<file path="config.mk">
export PLATFORM = sky130hd
export DESIGN_NAME = capture_period_tachometer
export DESIGN_NICKNAME = d
export VERILOG_FILES = /design/src/design/cpt_pkg.sv /design/src/design/cpt_history.sv /design/src/design/cpt_divider.sv /design/src/design/capture_period_tachometer.sv
export SDC_FILE = /design/constraint.sdc
export NUM_CORES = 1
export LEC_CHECK = 0
export BUFFER_PORTS_ARGS = -buffer_cell sky130_fd_sc_hd__buf_2
export CORE_MARGIN = 3
export CORE_UTILIZATION = 29
export DETAILED_ROUTE_END_ITERATION = 6
export GPL_ROUTABILITY_DRIVEN = 0
export PLACE_DENSITY = 0.4
export SETUP_SLACK_MARGIN = 0.5
export SLEW_MARGIN = 20
export SYNTH_ARGS = -nofsm -noshare
export SYNTH_HDL_FRONTEND = slang
export SYNTH_SLANG_ARGS = --single-unit
</file>
<file path="constraint.sdc">
create_clock -name clock -period 6.02 [get_ports clock]
set_input_delay 0.903 -clock clock [delete_from_list [all_inputs] [get_ports clock]]
set_output_delay 0.903 -clock clock [all_outputs]
set_load 0.005 [all_outputs]
</file>
<file path="src/design/cpt_pkg.sv">
// ----------------------------------------------------------------------------
// Capture-period tachometer package
// Widths, reset values, register indexes and state encoding shared by the
// tachometer's modules.
// ----------------------------------------------------------------------------
package cpt_pkg;

   // Configuration register widths and reset values.
   localparam int CLOCK_HZ_W       = 27;
   localparam int PRESCALE_W       = 9;
   localparam int CSR_DATA_W       = 27;
   localparam int CSR_INDEX_W      = 2;
   localparam logic [CLOCK_HZ_W-1:0] CLOCK_HZ_RESET = CLOCK_HZ_W'(10000000);
   localparam logic [PRESCALE_W-1:0] PRESCALE_RESET = PRESCALE_W'(256);

   // Register indexes on the configuration port.
   localparam logic [CSR_INDEX_W-1:0] CSR_CLOCK_HZ = CSR_INDEX_W'(0);
   localparam logic [CSR_INDEX_W-1:0] CSR_PRESCALE = CSR_INDEX_W'(1);

   // Result format.
   localparam int SPEED_W         = 40;
   localparam int SPEED_FRAC_BITS = 8;

   // Parameter defaults.
   localparam int HISTORY_DEPTH_DEFAULT = 16;
   localparam int STAMP_WIDTH_DEFAULT   = 16;

   // Sequencer states.
   typedef enum logic [2:0] {
      ST_IDLE,
      ST_SHIFT,
      ST_MUL,
      ST_START,
      ST_DIV,
      ST_RESULT
   } state_type;

   // Status of the serial divider.
   typedef struct packed {
      logic busy;
      logic done;
   } div_status_type;

endpackage

</file>
<file path="src/design/cpt_history.sv">
// ----------------------------------------------------------------------------
// Period history
// Shift line of the most recent periods with a running sum of its contents.
// ----------------------------------------------------------------------------
module cpt_history #(
   parameter int HISTORY_DEPTH = cpt_pkg::HISTORY_DEPTH_DEFAULT,
   parameter int STAMP_WIDTH   = cpt_pkg::STAMP_WIDTH_DEFAULT,
   parameter int SUM_W         = STAMP_WIDTH + $clog2(HISTORY_DEPTH)
) (
   input  logic                   clock,
   input  logic                   reset,
   input  logic                   shift_en,
   input  logic [STAMP_WIDTH-1:0] period,
   output logic [SUM_W-1:0]       sum
);

   logic [STAMP_WIDTH-1:0] hist_ff [HISTORY_DEPTH];
   logic [STAMP_WIDTH-1:0] hist_in [HISTORY_DEPTH];
   logic [SUM_W-1:0]       sum_ff;
   logic [SUM_W-1:0]       sum_in;

   always_comb begin
      hist_in[0] = period;
      for (int i = 1; i < HISTORY_DEPTH; i++) begin
         hist_in[i] = hist_ff[i-1];
      end
      // The oldest period leaves as the newest one enters.
      sum_in = sum_ff - SUM_W'(hist_ff[HISTORY_DEPTH-1]) + SUM_W'(period);
   end

   always_ff @(posedge clock) begin
      if (reset) begin
         for (int i = 0; i < HISTORY_DEPTH; i++) begin
            hist_ff[i] <= '0;
         end
         sum_ff <= '0;
      end else if (shift_en) begin
         hist_ff <= hist_in;
         sum_ff  <= sum_in;
      end
   end

   assign sum = sum_ff;

endmodule

</file>
<file path="src/design/cpt_divider.sv">
// ----------------------------------------------------------------------------
// Serial divider
// Restoring division, one quotient bit per cycle. The denominator must stay
// stable while the division runs.
// ----------------------------------------------------------------------------
module cpt_divider #(
   parameter int NUM_W = 40,
   parameter int DEN_W = 29
) (
   input  logic                   clock,
   input  logic                   reset,
   input  logic                   start,
   input  logic [NUM_W-1:0]       numerator,
   input  logic [DEN_W-1:0]       denominator,
   output cpt_pkg::div_status_type status,
   output logic [NUM_W-1:0]       quotient
);

   localparam int CNT_W = $clog2(NUM_W + 1);

   logic             busy_ff, busy_in;
   logic             done_ff, done_in;
   logic [CNT_W-1:0] count_ff, count_in;
   logic [DEN_W-1:0] rem_ff, rem_in;
   logic [NUM_W-1:0] work_ff, work_in;
   logic [DEN_W:0]   partial;
   logic [DEN_W:0]   diff;
   logic             fits;

   always_comb begin
      partial  = {rem_ff, work_ff[NUM_W-1]};
      fits     = partial >= {1'b0, denominator};
      diff     = partial - {1'b0, denominator};
      busy_in  = busy_ff;
      done_in  = 1'b0;
      count_in = count_ff;
      rem_in   = rem_ff;
      work_in  = work_ff;
      if (start) begin
         // The work register holds the numerator bits still to be brought
         // down, and fills with quotient bits from the bottom.
         busy_in  = 1'b1;
         count_in = CNT_W'(NUM_W);
         rem_in   = '0;
         work_in  = numerator;
      end else if (busy_ff) begin
         rem_in   = fits ? diff[DEN_W-1:0] : partial[DEN_W-1:0];
         work_in  = {work_ff[NUM_W-2:0], fits};
         count_in = count_ff - CNT_W'(1);
         if (count_ff == CNT_W'(1)) begin
            busy_in = 1'b0;
            done_in = 1'b1;
         end
      end
   end

   always_ff @(posedge clock) begin
      if (reset) begin
         busy_ff  <= 1'b0;
         done_ff  <= 1'b0;
         count_ff <= '0;
      end else begin
         busy_ff  <= busy_in;
         done_ff  <= done_in;
         count_ff <= count_in;
      end
      rem_ff  <= rem_in;
      work_ff <= work_in;
   end

   assign status.busy = busy_ff;
   assign status.done = done_ff;
   assign quotient    = work_ff;

endmodule

</file>
<file path="src/design/capture_period_tachometer.sv">
// ----------------------------------------------------------------------------
// Capture-period tachometer
// Each request transaction carries one timer stamp captured at an encoder
// edge. The block takes the wrapped difference to the previous stamp as the
// edge period, keeps the last HISTORY_DEPTH periods (cleared at reset) with
// their sum, and answers with one response transaction carrying the speed in
// revolutions per second as unsigned Q.8:
// floor(256 * HISTORY_DEPTH * clock_hz / (sum * prescale)). A zero divisor,
// or a quotient beyond 40 bits, gives the all-ones speed with saturated set.
// The response is registered after the shift, multiply, start, divide and
// result states; in the divide state the serial divider resolves one
// quotient bit per cycle of the numerator, NUM_W = 35 + clog2(HISTORY_DEPTH
// + 1) bits wide. A new stamp can be taken as soon as the response is
// valid. A zero divisor skips the divider, going from the start state
// straight to the result state. Only one stamp is in work at a time; the
// response sits in an output register, so a new stamp is taken while the
// previous response waits. Register writes are taken at any time but must
// be issued only while the block is idle.
// ----------------------------------------------------------------------------
module capture_period_tachometer #(
   parameter int HISTORY_DEPTH = cpt_pkg::HISTORY_DEPTH_DEFAULT,
   parameter int STAMP_WIDTH   = cpt_pkg::STAMP_WIDTH_DEFAULT
) (
   input  logic                             clock,
   input  logic                             reset,
   // Configuration port.
   input  logic                             csr_valid,
   output logic                             csr_ready,
   input  logic [cpt_pkg::CSR_INDEX_W-1:0]  csr_index,
   input  logic [cpt_pkg::CSR_DATA_W-1:0]   csr_data,
   // Request channel.
   input  logic                             req_valid,
   output logic                             req_ready,
   input  logic [STAMP_WIDTH-1:0]           req_stamp,
   // Response channel.
   output logic                             rsp_valid,
   input  logic                             rsp_ready,
   output logic [cpt_pkg::SPEED_W-1:0]      rsp_speed_q8,
   output logic                             rsp_saturated
);

   // Running sum of the history, and the divisor sum * prescale.
   localparam int SUM_W   = STAMP_WIDTH + $clog2(HISTORY_DEPTH);
   localparam int DEN_W   = SUM_W + cpt_pkg::PRESCALE_W;
   // Numerator clock_hz * 256 * HISTORY_DEPTH.
   localparam int SCALE_W = cpt_pkg::SPEED_FRAC_BITS + $clog2(HISTORY_DEPTH + 1);
   localparam int SCALE   = (1 << cpt_pkg::SPEED_FRAC_BITS) * HISTORY_DEPTH;
   localparam int NUM_W   = cpt_pkg::CLOCK_HZ_W + SCALE_W;
   // Quotient compared against the largest speed at the wider of the two.
   localparam int QX_W    = (NUM_W > cpt_pkg::SPEED_W) ? NUM_W : cpt_pkg::SPEED_W;

   cpt_pkg::state_type state_ff, state_in;

   logic [cpt_pkg::CLOCK_HZ_W-1:0] clock_hz_ff;
   logic [cpt_pkg::PRESCALE_W-1:0] prescale_ff;
   logic [STAMP_WIDTH-1:0]         last_stamp_ff;
   logic [STAMP_WIDTH-1:0]         period_ff;
   logic [DEN_W-1:0]               den_ff;
   logic [NUM_W-1:0]               num_ff;
   logic                           rsp_valid_ff, rsp_valid_in;
   logic [cpt_pkg::SPEED_W-1:0]    rsp_speed_q8_ff, rsp_speed_q8_in;
   logic                           rsp_saturated_ff, rsp_saturated_in;

   logic                    req_take;
   logic                    out_free;
   logic                    shift_en;
   logic                    div_start;
   logic                    den_zero;
   logic                    clipped;
   logic [SUM_W-1:0]        period_sum;
   logic [NUM_W-1:0]        quotient;
   logic [QX_W-1:0]         quotient_ext;
   cpt_pkg::div_status_type div_status;

   // ---------------------------------------------------------------------
   // Configuration registers. The port never stalls; writes to an index
   // other than the two registers are dropped.
   // ---------------------------------------------------------------------
   assign csr_ready = 1'b1;

   always_ff @(posedge clock) begin
      if (reset) begin
         clock_hz_ff <= cpt_pkg::CLOCK_HZ_RESET;
         prescale_ff <= cpt_pkg::PRESCALE_RESET;
      end else if (csr_valid && csr_ready) begin
         if (csr_index == cpt_pkg::CSR_CLOCK_HZ) begin
            clock_hz_ff <= csr_data[cpt_pkg::CLOCK_HZ_W-1:0];
         end else if (csr_index == cpt_pkg::CSR_PRESCALE) begin
            prescale_ff <= csr_data[cpt_pkg::PRESCALE_W-1:0];
         end
      end
   end

   // ---------------------------------------------------------------------
   // Period capture. The difference wraps modulo 2^STAMP_WIDTH, so a timer
   // rollover between successive encoder edges still yields the true period.
   // After reset the previous stamp reads as zero.
   // ---------------------------------------------------------------------
   assign req_ready = (state_ff == cpt_pkg::ST_IDLE);
   assign req_take  = req_valid && req_ready;

   always_ff @(posedge clock) begin
      if (reset) begin
         last_stamp_ff <= '0;
      end else if (req_take) begin
         last_stamp_ff <= req_stamp;
      end
      if (req_take) begin
         period_ff <= req_stamp - last_stamp_ff;
      end
   end

   // History shift line and running sum, advanced once per stamp.
   assign shift_en = (state_ff == cpt_pkg::ST_SHIFT);

   cpt_history #(
      .HISTORY_DEPTH(HISTORY_DEPTH),
      .STAMP_WIDTH  (STAMP_WIDTH),
      .SUM_W        (SUM_W)
   ) u_history (
      .clock   (clock),
      .reset   (reset),
      .shift_en(shift_en),
      .period  (period_ff),
      .sum     (period_sum)
   );

   // ---------------------------------------------------------------------
   // Operand preparation. The divisor is a narrow product (sum times a
   // 9-bit prescale); the numerator is the clock scaled by a constant.
   // Both are registered before the divider starts.
   // ---------------------------------------------------------------------
   always_ff @(posedge clock) begin
      if (state_ff == cpt_pkg::ST_MUL) begin
         den_ff <= DEN_W'(period_sum) * DEN_W'(prescale_ff);
         num_ff <= NUM_W'(clock_hz_ff) * NUM_W'(SCALE);
      end
   end

   assign den_zero  = (den_ff == '0);
   assign div_start = (state_ff == cpt_pkg::ST_START) && !den_zero;

   cpt_divider #(
      .NUM_W(NUM_W),
      .DEN_W(DEN_W)
   ) u_divider (
      .clock      (clock),
      .reset      (reset),
      .start      (div_start),
      .numerator  (num_ff),
      .denominator(den_ff),
      .status     (div_status),
      .quotient   (quotient)
   );

   // Clip the quotient to the 40-bit speed field.
   assign quotient_ext = QX_W'(quotient);
   assign clipped      = quotient_ext > QX_W'({cpt_pkg::SPEED_W{1'b1}});

   // ---------------------------------------------------------------------
   // Sequencer and response register. The response register frees as the
   // waiting response transaction completes, in the same cycle.
   // ---------------------------------------------------------------------
   assign out_free = !rsp_valid_ff || rsp_ready;

   always_comb begin
      state_in         = state_ff;
      rsp_valid_in     = rsp_valid_ff && !rsp_ready;
      rsp_speed_q8_in  = rsp_speed_q8_ff;
      rsp_saturated_in = rsp_saturated_ff;
      case (state_ff)
         cpt_pkg::ST_IDLE: begin
            if (req_take) begin
               state_in = cpt_pkg::ST_SHIFT;
            end
         end
         cpt_pkg::ST_SHIFT: begin
            state_in = cpt_pkg::ST_MUL;
         end
         cpt_pkg::ST_MUL: begin
            state_in = cpt_pkg::ST_START;
         end
         cpt_pkg::ST_START: begin
            // A zero divisor needs no division.
            state_in = den_zero ? cpt_pkg::ST_RESULT : cpt_pkg::ST_DIV;
         end
         cpt_pkg::ST_DIV: begin
            if (div_status.done) begin
               state_in = cpt_pkg::ST_RESULT;
            end
         end
         cpt_pkg::ST_RESULT: begin
            if (out_free) begin
               state_in     = cpt_pkg::ST_IDLE;
               rsp_valid_in = 1'b1;
               if (den_zero || clipped) begin
                  rsp_speed_q8_in  = {cpt_pkg::SPEED_W{1'b1}};
                  rsp_saturated_in = 1'b1;
               end else begin
                  rsp_speed_q8_in  = quotient_ext[cpt_pkg::SPEED_W-1:0];
                  rsp_saturated_in = 1'b0;
               end
            end
         end
         default: begin
            state_in = cpt_pkg::ST_IDLE;
         end
      endcase
   end

   always_ff @(posedge clock) begin
      if (reset) begin
         state_ff     <= cpt_pkg::ST_IDLE;
         rsp_valid_ff <= 1'b0;
      end else begin
         state_ff     <= state_in;
         rsp_valid_ff <= rsp_valid_in;
      end
      rsp_speed_q8_ff  <= rsp_speed_q8_in;
      rsp_saturated_ff <= rsp_saturated_in;
   end

   assign rsp_valid     = rsp_valid_ff;
   assign rsp_speed_q8  = rsp_speed_q8_ff;
   assign rsp_saturated = rsp_saturated_ff;

`ifndef SYNTH
   // The divider is never busy while a new stamp can be taken.
   assert property (@(posedge clock) disable iff (reset)
      req_ready |-> !div_status.busy)
      else $error("divider busy while the block is ready for a stamp");

   // A new response is loaded only when leaving the result state.
   assert property (@(posedge clock) disable iff (reset)
      (!rsp_valid_ff || rsp_ready) ##1 rsp_valid_ff
         |-> $past(state_ff) == cpt_pkg::ST_RESULT)
      else $error("response loaded outside the result state");

   // A zero divisor always gives the saturated all-ones speed.
   assert property (@(posedge clock) disable iff (reset)
      state_ff == cpt_pkg::ST_RESULT && out_free && den_zero
         |=> rsp_valid_ff && rsp_saturated_ff && (&rsp_speed_q8_ff))
      else $error("zero divisor did not saturate the speed");

   // The divider reports completion only while the sequencer waits for it.
   assert property (@(posedge clock) disable iff (reset)
      div_status.done |-> state_ff == cpt_pkg::ST_DIV)
      else $error("divider finished outside the divide state");
`endif

endmodule
</file>
==> flow_summary.toml, run 1 <==
[logic_synthesis]
yosysTopAreaCellShare = 0.264
post-synth-top-area-cell = "dfxtp_1"
netlist_area_um2 = 28000
yosysWarnings = 0
synth_sequential_area_ratio = 0.428
synth_cell_type_count = 78
synth-edff-count = 153
synthArstFlopShare = 0
synth.top_cells.by_area = "dfxtp_1 (26%), edfxtp_1 (16%), nand2_1 (11%), fa_1 (10%), a21oi_1 (7.0%)"
synth_ff_type = "dfxtp_1"
post_synth.cell_area_avg_um2 = 8.72
synth_nets = 3522
synthCells = 3212
postSynthRegisterBits = 522

[pwr]
combinationalPowerShare = 0.333
netSwitchingFraction = 0.360
share_seq_of_total_power = 0.366
leakage_nw = 12.7
power.share.clock = 0.301
internal_power_mw = 7.58
fin_total_pwr_mw = 11.9
pwr_density_cell_nw_per_um2 = 375
p_switching_mw = 4.27
ir_worst_vdd_mv = 0.295

[route]
detailroute.via_count = 20591
via_per_inst = 4.56
post_drt_wl_per_cell_um = 15.1
drt-pass1-iter-count = 4
detail_route.drc_violations = 0
wirelength_mm = 68.2
route.antenna.remaining_nets = 0
detailedRoute.firstIterationViolations = 940

[clock_tree]
numCtsBuffers = 61
cts_buffer_depth = 3
clock_latency_ns = 0.65
ctsHtreeMaxLevel = 2
tritoncts_clock_tree = "yes"
root_buffer = "clkbuf_16"
clock_transition_time_at_the_flip_flop_clock_pins_of_the_worst_setup_and_hold_paths_ns = 0.06
cts_sinks = 522

[worst_setup_path]
slowest_delay_ns = 0.60
start_kind = "flip-flop"
path_cells = "buf_4, nand2_1, fa_1, inv_1, fa_1, ha_1, inv_1, fa_1, inv_1, ha_1, a21o_1, a21o_1, a2111oi_4, o31ai_2, a21oi_1, a21oi_2, a21o_1, a211o_1, and3_1"
setup.worst_path.end_class = "flip-flop"
critPathKind = "reg2reg"
timing.critical_path.slowest_stage_cell = "fa_1"
critical_path_peak_fanout = 9
cp_data_required_time_ns = 6.42
worstPathArrival_ns = 5.61

[flow_run]
max-cap-violations = 0

[sta]
maxSlewViolCount = 0
layout_min_cycle_time_ns = 5.21
relative_slew_slack = 0.309
worst_clock_skew_ns = 0.0354
post-route-worst-setup-slack_ns = 0.814
final_min_period_over_clock_period = 0.865
max_clock_freq_mhz = 192
timing.final.setup_violations = 0
finalHoldViolations = 0
tightestPinTransition_ns = 1.04
setup_total_neg_slack_ns = 0
rsz0062_at_grt = "no"

[global_routing]
grt_pass1_wl_mm = 112
grt-ovfl-total = 0
initial_antenna_violation_count = 2
grt_use_total = 0.136
largest_net_degree_at_the_start_of_global_routing = 182
grt_pass1_vias = 20802

[hold_path]
hp-class = "reg2reg"

[status]
status = "finished, final reports clean"

[place]
dpl-instance-area_um2 = 29600
port_buffers = 92
placed_cells_incl_taps = 4403
place_worst_setup_slack_ns = 0.391
detailed_placement_hpwl_mm = 47.4

[floorplanning]
floorplan.die_area_um2 = 100000
ioPinCount = 94
die_y_um = 317
start_util = 0.294
design.core.area_um2 = 95400
count_of_standard_cell_rows = 113
die_w_um = 317

[final_layout]
final_cell_count_no_fill = 4517
finish.instance_area_um2 = 31600
register_area_um2 = 12000
fillerInstances = 9997
antennaDiodeCount = 0
syn2layout_area_growth_pct = 12.8
final_net_count = 3512
multi_input_comb_area_um2 = 14200
layout_cells_sized_above_1 = 0.0938
==> cells by family after synthesis <==
logic type               after synthesis  share of synthesized area
buffers and inverters                489                     0.0675
flip-flops                           522                      0.428
adder cells (fa/ha/maj)              260                      0.155
XOR/XNOR                              75                     0.0234
AND/OR/NAND/NOR                     1241                      0.192
other                                  1                   0.000134
multiplexers                          27                    0.00978
AO/OA/AOI/OAI                        597                      0.124
==> critical path: cells and delay by family, from the launching register on <==
| family | cells | cell delay (ns) |
|---|---|---|
| compound gates | 8 | 1.82 |
| fa+ha+maj | 5 | 2.18 |
| buf+inv | 4 | 0.34 |
| flops | 1 | 0.35 |
| simple gates | 2 | 0.27 |
==> what timing repair did <==
item | in CTS | in global routing
endpoints found under the setup margin | 2 | 7
hold buffers | 0 | 0
buffers inserted | 0 | 0
resized for setup | 5 | 16
==> Yosys cell counts, drive strengths merged (25+ instances only) <==
cell type / count
xnor2: 45
fa: 145
xor2: 30
ha: 115
nand3: 25
a21o: 40
a21oi: 397
or2: 41
edfxtp: 153
inv: 298
nor2: 102
clkbuf: 172
nand2: 853
dfxtp: 369
o21ai: 61
and2: 113
==> path summary, 6_finish.rpt <==
| check | start | to | slack, ns | cells past startpoint |
|---|---|---|---|---|
| worst max-delay path | prescale_ff[2] | den_ff[23] | 0.81 | 19 |
| worst min-delay path | clock_hz_ff[13] | num_ff[25] | 0.43 | 0 |
| worst max register to register | prescale_ff[2] | den_ff[23] | 0.81 | 19 |
| worst min register to register | clock_hz_ff[13] | num_ff[25] | 0.43 | 0 |
==> placed cells by master (no fill, tap or decap), types with 91 or more instances in the layout <==
cell	count
dfxtp_1	354
nor2_1	100
buf_2	91
inv_1	297
fa_1	145
a21oi_1	388
ha_1	115
and2_1	113
nand2_1	852
edfxtp_1	153
==> flip-flops by register name, summed over array words and instances (netlist names), 3 cells and up <==
signal	cells
u_divider.rem_ff	29
clock_hz_ff	27
state_ff	3
num_ff	27
u_history.hist_ff	256
rsp_speed_q8	40
period_ff	16
u_divider.count_ff	6
den_ff	29
u_history.sum	20
u_divider.quotient	40
prescale_ff	9
last_stamp_ff	16
==> metal layers <==
metal,GRT usage,share of wire
met1,0.187,0.49
met2,0.220,0.45
met3,0.0200,0.032
met4,0.0420,0.027
met5,0,0
==> area by class of cell <==
cell class,instances,area share
timing repair buffer,117,0.0233
multi-input combinational,2201,0.450
tap,1265,0.0501
clock buffer,92,0.0548
sequential,522,0.380
clock inverter,21,0.00633
inverter,299,0.0356
==> power by group through the flow <==
stage | sequential, mW | combinational [mW] | clock [mW]
after floorplan | 4.18 | 3.28 | 0
after global placement | 4.40 | 3.95 | 0
after detailed placement | 4.42 | 3.96 | 0
after CTS | 4.34 | 4.00 | 3.72
after global routing | 4.39 | 4.48 | 3.85
final | 4.34 | 3.95 | 3.57
==> metrics by stage <==
stage | hold WS, ns | util
3_3_place_gp | 0.413 | 0.310
6_report | 0.427 | 0.331
4_1_cts | 0.428 | 0.330
3_5_place_dp | 0.415 | 0.310
2_1_floorplan | 0.408 | -
5_1_grt | 0.444 | 0.331
No activity file was read; power rests on OpenSTA's default activity.
==> run 2, diff against run 1 <==
--- a/config.mk
+++ b/config.mk
@@ -8,6 +8,7 @@
 export BUFFER_PORTS_ARGS = -buffer_cell sky130_fd_sc_hd__buf_2
 export CORE_MARGIN = 3
 export CORE_UTILIZATION = 29
+export CTS_BUF_LIST = sky130_fd_sc_hd__clkbuf_2 sky130_fd_sc_hd__clkbuf_4 sky130_fd_sc_hd__clkbuf_8
 export DETAILED_ROUTE_END_ITERATION = 6
 export GPL_ROUTABILITY_DRIVEN = 0
 export PLACE_DENSITY = 0.4
==> constraint.sdc (replaced) <==
create_clock -name clock -period 6.5 [get_ports clock]
set_input_delay 0.975 -clock clock [delete_from_list [all_inputs] [get_ports clock]]
set_output_delay 0.975 -clock clock [all_outputs]
set_load 0.005 [all_outputs]
==> run 2 against run 1 <==
Effect of this change: power down 6.6%; sequential cell count unchanged; via count up 0.89%; design area up 0.25%; setup slack better by 0.11 ns; critical path depth down 3; hold slack better by 0.0031 ns; sequential power down 7.1%; critical path type unchanged.
==> flow_summary.toml, run 2 (same netlist as run 1, synthesis figures left out) <==
[worst_setup_path]
path_cells = "and2_1, fa_1, fa_1, fa_1, inv_1, fa_1, inv_1, ha_1, o21ai_0, nand2b_1, a21oi_1, a2111oi_1, o21ai_0, and4_1, o21a_1, a311o_1"
start_kind = "flip-flop"
path_delay_family = "adder cells"
worstPathBufferInverterCount = 2
regToRegSetupSlack_ns = 0.92
critical_path_peak_fanout = 21
timing.rr.end = "den_ff[26]"
setup.worst_path.end_class = "flip-flop"
crit_path_end = "den_ff[26]"
worst_path_most_repeated_cell = "fa_1"
timing.critical_path.slowest_stage_cell = "dfxtp_1"
regToRegStartpoint = "prescale_ff[7]"
rr_worst_depth = 16
worstSetupPathDepth = 16
cp_data_required_time_ns = 6.98
slowest_delay_ns = 0.73
critPathKind = "reg2reg"
worstSetupStartpoint = "prescale_ff[7]"
worstPathArrival_ns = 6.05

[sta]
maxSlewViolCount = 0
timing.final.setup_violations = 0
final_min_period_over_clock_period = 0.858
rsz0062_at_grt = "no"
worst_clock_skew_ns = 0.0197
hold_slack_ns = 0.430
setup_total_neg_slack_ns = 0
finalHoldViolations = 0
layout_min_cycle_time_ns = 5.58
relative_slew_slack = 0.350
tightestPinTransition_ns = 0.971
max_clock_freq_mhz = 179

[hold_path]
worst_hold_startpoint = "clock_hz_ff[20]"
hp-class = "reg2reg"
whs_path_depth = 0

[floorplanning]
floorplan.die_area_um2 = 100000
ioPinCount = 94
die_y_um = 317
die_w_um = 317
design.core.area_um2 = 95400
start_util = 0.294
count_of_standard_cell_rows = 113

[clock_tree]
clock_transition_time_at_the_flip_flop_clock_pins_of_the_worst_setup_and_hold_paths_ns = 0.06
root_buffer = "clkbuf_8"
cts-hold-fix-buffers = 0
ctsHtreeMaxLevel = 3
cts_buffer_depth = 3
cts_setup_buffers = 0
clock_latency_ns = 0.73
tritoncts_clock_tree = "yes"
ctsResizeCount = 0
cts_sinks = 522
numCtsBuffers = 98

[route]
post_drt_wl_per_cell_um = 14.9
route.antenna.remaining_nets = 0
wirelength_mm = 68.4
detailedRoute.firstIterationViolations = 928
via_per_inst = 4.54
detail_route.drc_violations = 0
drt-pass1-iter-count = 4
detailroute.via_count = 20775

[status]
status = "finished, final reports clean"

[final_layout]
fillerInstances = 10056
syn2layout_area_growth_pct = 13.1
max_flop_register = "u_history.hist_ff"
finish.instance_area_um2 = 31700
layout_cells_sized_above_1 = 0.110
layout_commonest_cell = "nand2_1"
mostFrequentLayoutCells = "nand2_1 (852), a21oi_1 (390), dfxtp_1 (368), inv_1 (297), edfxtp_1 (153)"
largest_reg_flops = 256
final_net_count = 3545

[global_routing]
grt-ovfl-total = 0
grt_pass1_vias = 21260
largest_net_degree_at_the_start_of_global_routing = 181
grt_use_total = 0.138
initial_antenna_violation_count = 4
grt_pass1_wl_mm = 113

[flow_run]
max-cap-violations = 0

[pwr]
leakage_nw = 12.9
fin_total_pwr_mw = 11.1
ir_worst_vdd_mv = 0.157
pwr_density_cell_nw_per_um2 = 349

[place]
dpl-instance-area_um2 = 29600
port_buffers = 92
detailed_placement_hpwl_mm = 46.9
## run 2: worst min-delay path by stage
stage	to	slack, ns
global route	clock_hz_ff[12]	0.43
global placement	num_ff[26]	0.41
CTS	clock_hz_ff[15]	0.39
finish	num_ff[32]	0.43
detailed placement	num_ff[32]	0.41
floorplan	num_ff[12]	0.41
## run 2: cell type report
cell class	instances	area, um2	area share
multi-input cells	2201	14200	0.448
flip-flops and latches	522	12000	0.378
clock buffers	152	1850	0.0583
well taps	1265	1580	0.0500
inverters	299	1120	0.0355
repair buffers	113	678	0.0214
clock inverters	24	267	0.00841
diodes	4	10.0	0.000316
## run 2: stage by stage
step / worst slack, ns / util / std cells
final: 0.925 / 0.332 / 4580
after global routing: 0.558 / 0.332 / 4578
after CTS: 0.891 / 0.332 / 4576
after detailed placement: 0.895 / 0.310 / 4400
after global placement: 0.904 / 0.309 / 4399
after floorplan: 1.23 / - / 3212
## run 2: report_power, final
part / total [mW] / leakage (nW) / internal (mW) / switching [mW]
sequential: 4.03 / 4.40 / 3.69 / 0.333
combinational: 3.60 / 7.36 / 1.40 / 2.20
clock: 3.44 / 1.13 / 1.98 / 1.46
## run 2: layer usage
layer  global-route usage  wire length [um]  up-vias
li1                     -                 -    10502
met1                0.191             33500     9868
met2                0.218             30700      289
met3               0.0272              2810      116
met4               0.0398              1390        0
met5                    0                 0        -
==> run 3, diff against run 2 <==
--- a/config.mk
+++ b/config.mk
@@ -7,11 +7,12 @@
 export LEC_CHECK = 0
 export BUFFER_PORTS_ARGS = -buffer_cell sky130_fd_sc_hd__buf_2
 export CORE_MARGIN = 3
-export CORE_UTILIZATION = 29
+export CORE_UTILIZATION = 50
 export CTS_BUF_LIST = sky130_fd_sc_hd__clkbuf_2 sky130_fd_sc_hd__clkbuf_4 sky130_fd_sc_hd__clkbuf_8
+export CTS_CLUSTER_DIAMETER = 50
 export DETAILED_ROUTE_END_ITERATION = 6
 export GPL_ROUTABILITY_DRIVEN = 0
-export PLACE_DENSITY = 0.4
+export PLACE_DENSITY = 0.63
 export SETUP_SLACK_MARGIN = 0.5
 export SLEW_MARGIN = 20
 export SYNTH_ARGS = -nofsm -noshare
==> run 3 against run 2 <==
Effect of this change: critical path depth stayed put; first-iteration DRC count is 69% higher; clock skew is 0.028 ns higher; highest routed layer unchanged; non-clock buffer count is 3 lower; critical path type unchanged; core utilization is 23 points higher.
==> flow_summary.toml, run 3 (same netlist as run 1, synthesis figures left out) <==
[status]
status = "finished, final reports clean"

[route]
route.antenna.remaining_nets = 0
post_drt_wl_per_cell_um = 14.8
detailroute.via_count = 21019
via_per_inst = 5.20
detail_route.drc_violations = 0
wirelength_mm = 59.9
detailedRoute.firstIterationViolations = 1572
drt-pass1-iter-count = 5

[final_layout]
final_cell_count_no_fill = 4046
final_net_count = 3533
max_flop_register = "u_history.hist_ff"
syn2layout_area_growth_pct = 10.4
layout_cells_sized_above_1 = 0.107
fin_util = 0.559
layout_commonest_cell = "nand2_1"
mostFrequentLayoutCells = "nand2_1 (852), a21oi_1 (390), dfxtp_1 (368), inv_1 (297), edfxtp_1 (153)"
largest_reg_flops = 256
finish.instance_area_um2 = 30900

[clock_tree]
cts-hold-fix-buffers = 0
cts_buffer_depth = 3
ctsResizeCount = 0
clock_latency_ns = 0.70
numCtsBuffers = 89
root_buffer = "clkbuf_8"
clock_transition_time_at_the_flip_flop_clock_pins_of_the_worst_setup_and_hold_paths_ns = 0.06
tritoncts_clock_tree = "yes"
cts_sinks = 522
ctsHtreeMaxLevel = 3
cts_setup_buffers = 0

[worst_setup_path]
start_kind = "flip-flop"
worstPathArrival_ns = 6.11
critPathKind = "reg2reg"
setup.worst_path.end_class = "flip-flop"
critical_path_peak_fanout = 21
cp_data_required_time_ns = 6.93

[sta]
finalHoldViolations = 0
layout_min_cycle_time_ns = 5.68
final_min_period_over_clock_period = 0.874
max_clock_freq_mhz = 176
timing.final.setup_violations = 0
post-route-worst-setup-slack_ns = 0.819
setup_total_neg_slack_ns = 0
rsz0062_at_grt = "no"
tightestPinTransition_ns = 1.16
relative_slew_slack = 0.226
maxSlewViolCount = 0
worst_clock_skew_ns = 0.0478
hold_slack_ns = 0.423

[pwr]
ir_worst_vdd_mv = 0.213
pwr_density_cell_nw_per_um2 = 350
fin_total_pwr_mw = 10.8
leakage_nw = 12.8

[global_routing]
grt_pass1_wl_mm = 101
grt-ovfl-total = 0
largest_net_degree_at_the_start_of_global_routing = 227
grt_use_total = 0.204
initial_antenna_violation_count = 1
grt_pass1_vias = 20498

[floorplanning]
die_y_um = 243
design.core.area_um2 = 55300
floorplan.die_area_um2 = 58900
ioPinCount = 94
die_w_um = 243
count_of_standard_cell_rows = 86
start_util = 0.507

[hold_path]
hp-class = "reg2reg"

[place]
place_worst_setup_slack_ns = 0.842
placed_cells_incl_taps = 3879
detailed_placement_hpwl_mm = 41.4
dpl-instance-area_um2 = 28900
port_buffers = 92

[flow_run]
max-cap-violations = 0
-- run 3: cell type report --
| cell class | instances | area (um2) |
|---|---|---|
| timing repair buffer | 110 | 663 |
| antenna | 1 | 2.50 |
| sequential | 522 | 12000 |
| tap | 748 | 936 |
| multi-input combinational | 2201 | 14200 |
| fill | 5070 | 24400 |
| clock inverter | 26 | 287 |
| clock buffer | 139 | 1740 |
| inverter | 299 | 1120 |
-- run 3: worst paths after layout --
| check | cells after the start | to | start | slack (ns) |
|---|---|---|---|---|
| max | 16 | den_ff[26] | prescale_ff[6] | 0.82 |
| min | 0 | num_ff[23] | clock_hz_ff[11] | 0.42 |
| max reg2reg | 16 | den_ff[26] | prescale_ff[6] | 0.82 |
| min reg2reg | 0 | num_ff[23] | clock_hz_ff[11] | 0.42 |
-- run 3: power breakdown --
group	total, mW	leakage, nW	switching (mW)	internal, mW
combinational	3.58	7.34	2.18	1.41
clock	3.25	1.08	1.37	1.89
sequential	3.99	4.40	0.301	3.69
-- run 3: routing by layer --
metal	vias to the layer above	part of all wire	track usage	wire length, um
met2	410	0.46	0.326	27400
met5	-	0	0	0
met3	120	0.045	0.0404	2690
met1	10024	0.47	0.278	28000
met4	0	0.029	0.0717	1760
li1	10465	-	-	-
-- run 3: critical path, cell delays in order (launching register included) --
cell	delay, ns
dfxtp_1	0.84
and2_1	0.25
fa_1	0.44
fa_1	0.52
fa_1	0.57
inv_1	0.07
fa_1	0.54
inv_1	0.05
ha_1	0.32
o21ai_0	0.09
nand2b_1	0.08
a21oi_1	0.07
a2111oi_1	0.51
o21ai_0	0.24
and4_1	0.25
o21a_1	0.25
a311o_1	0.33
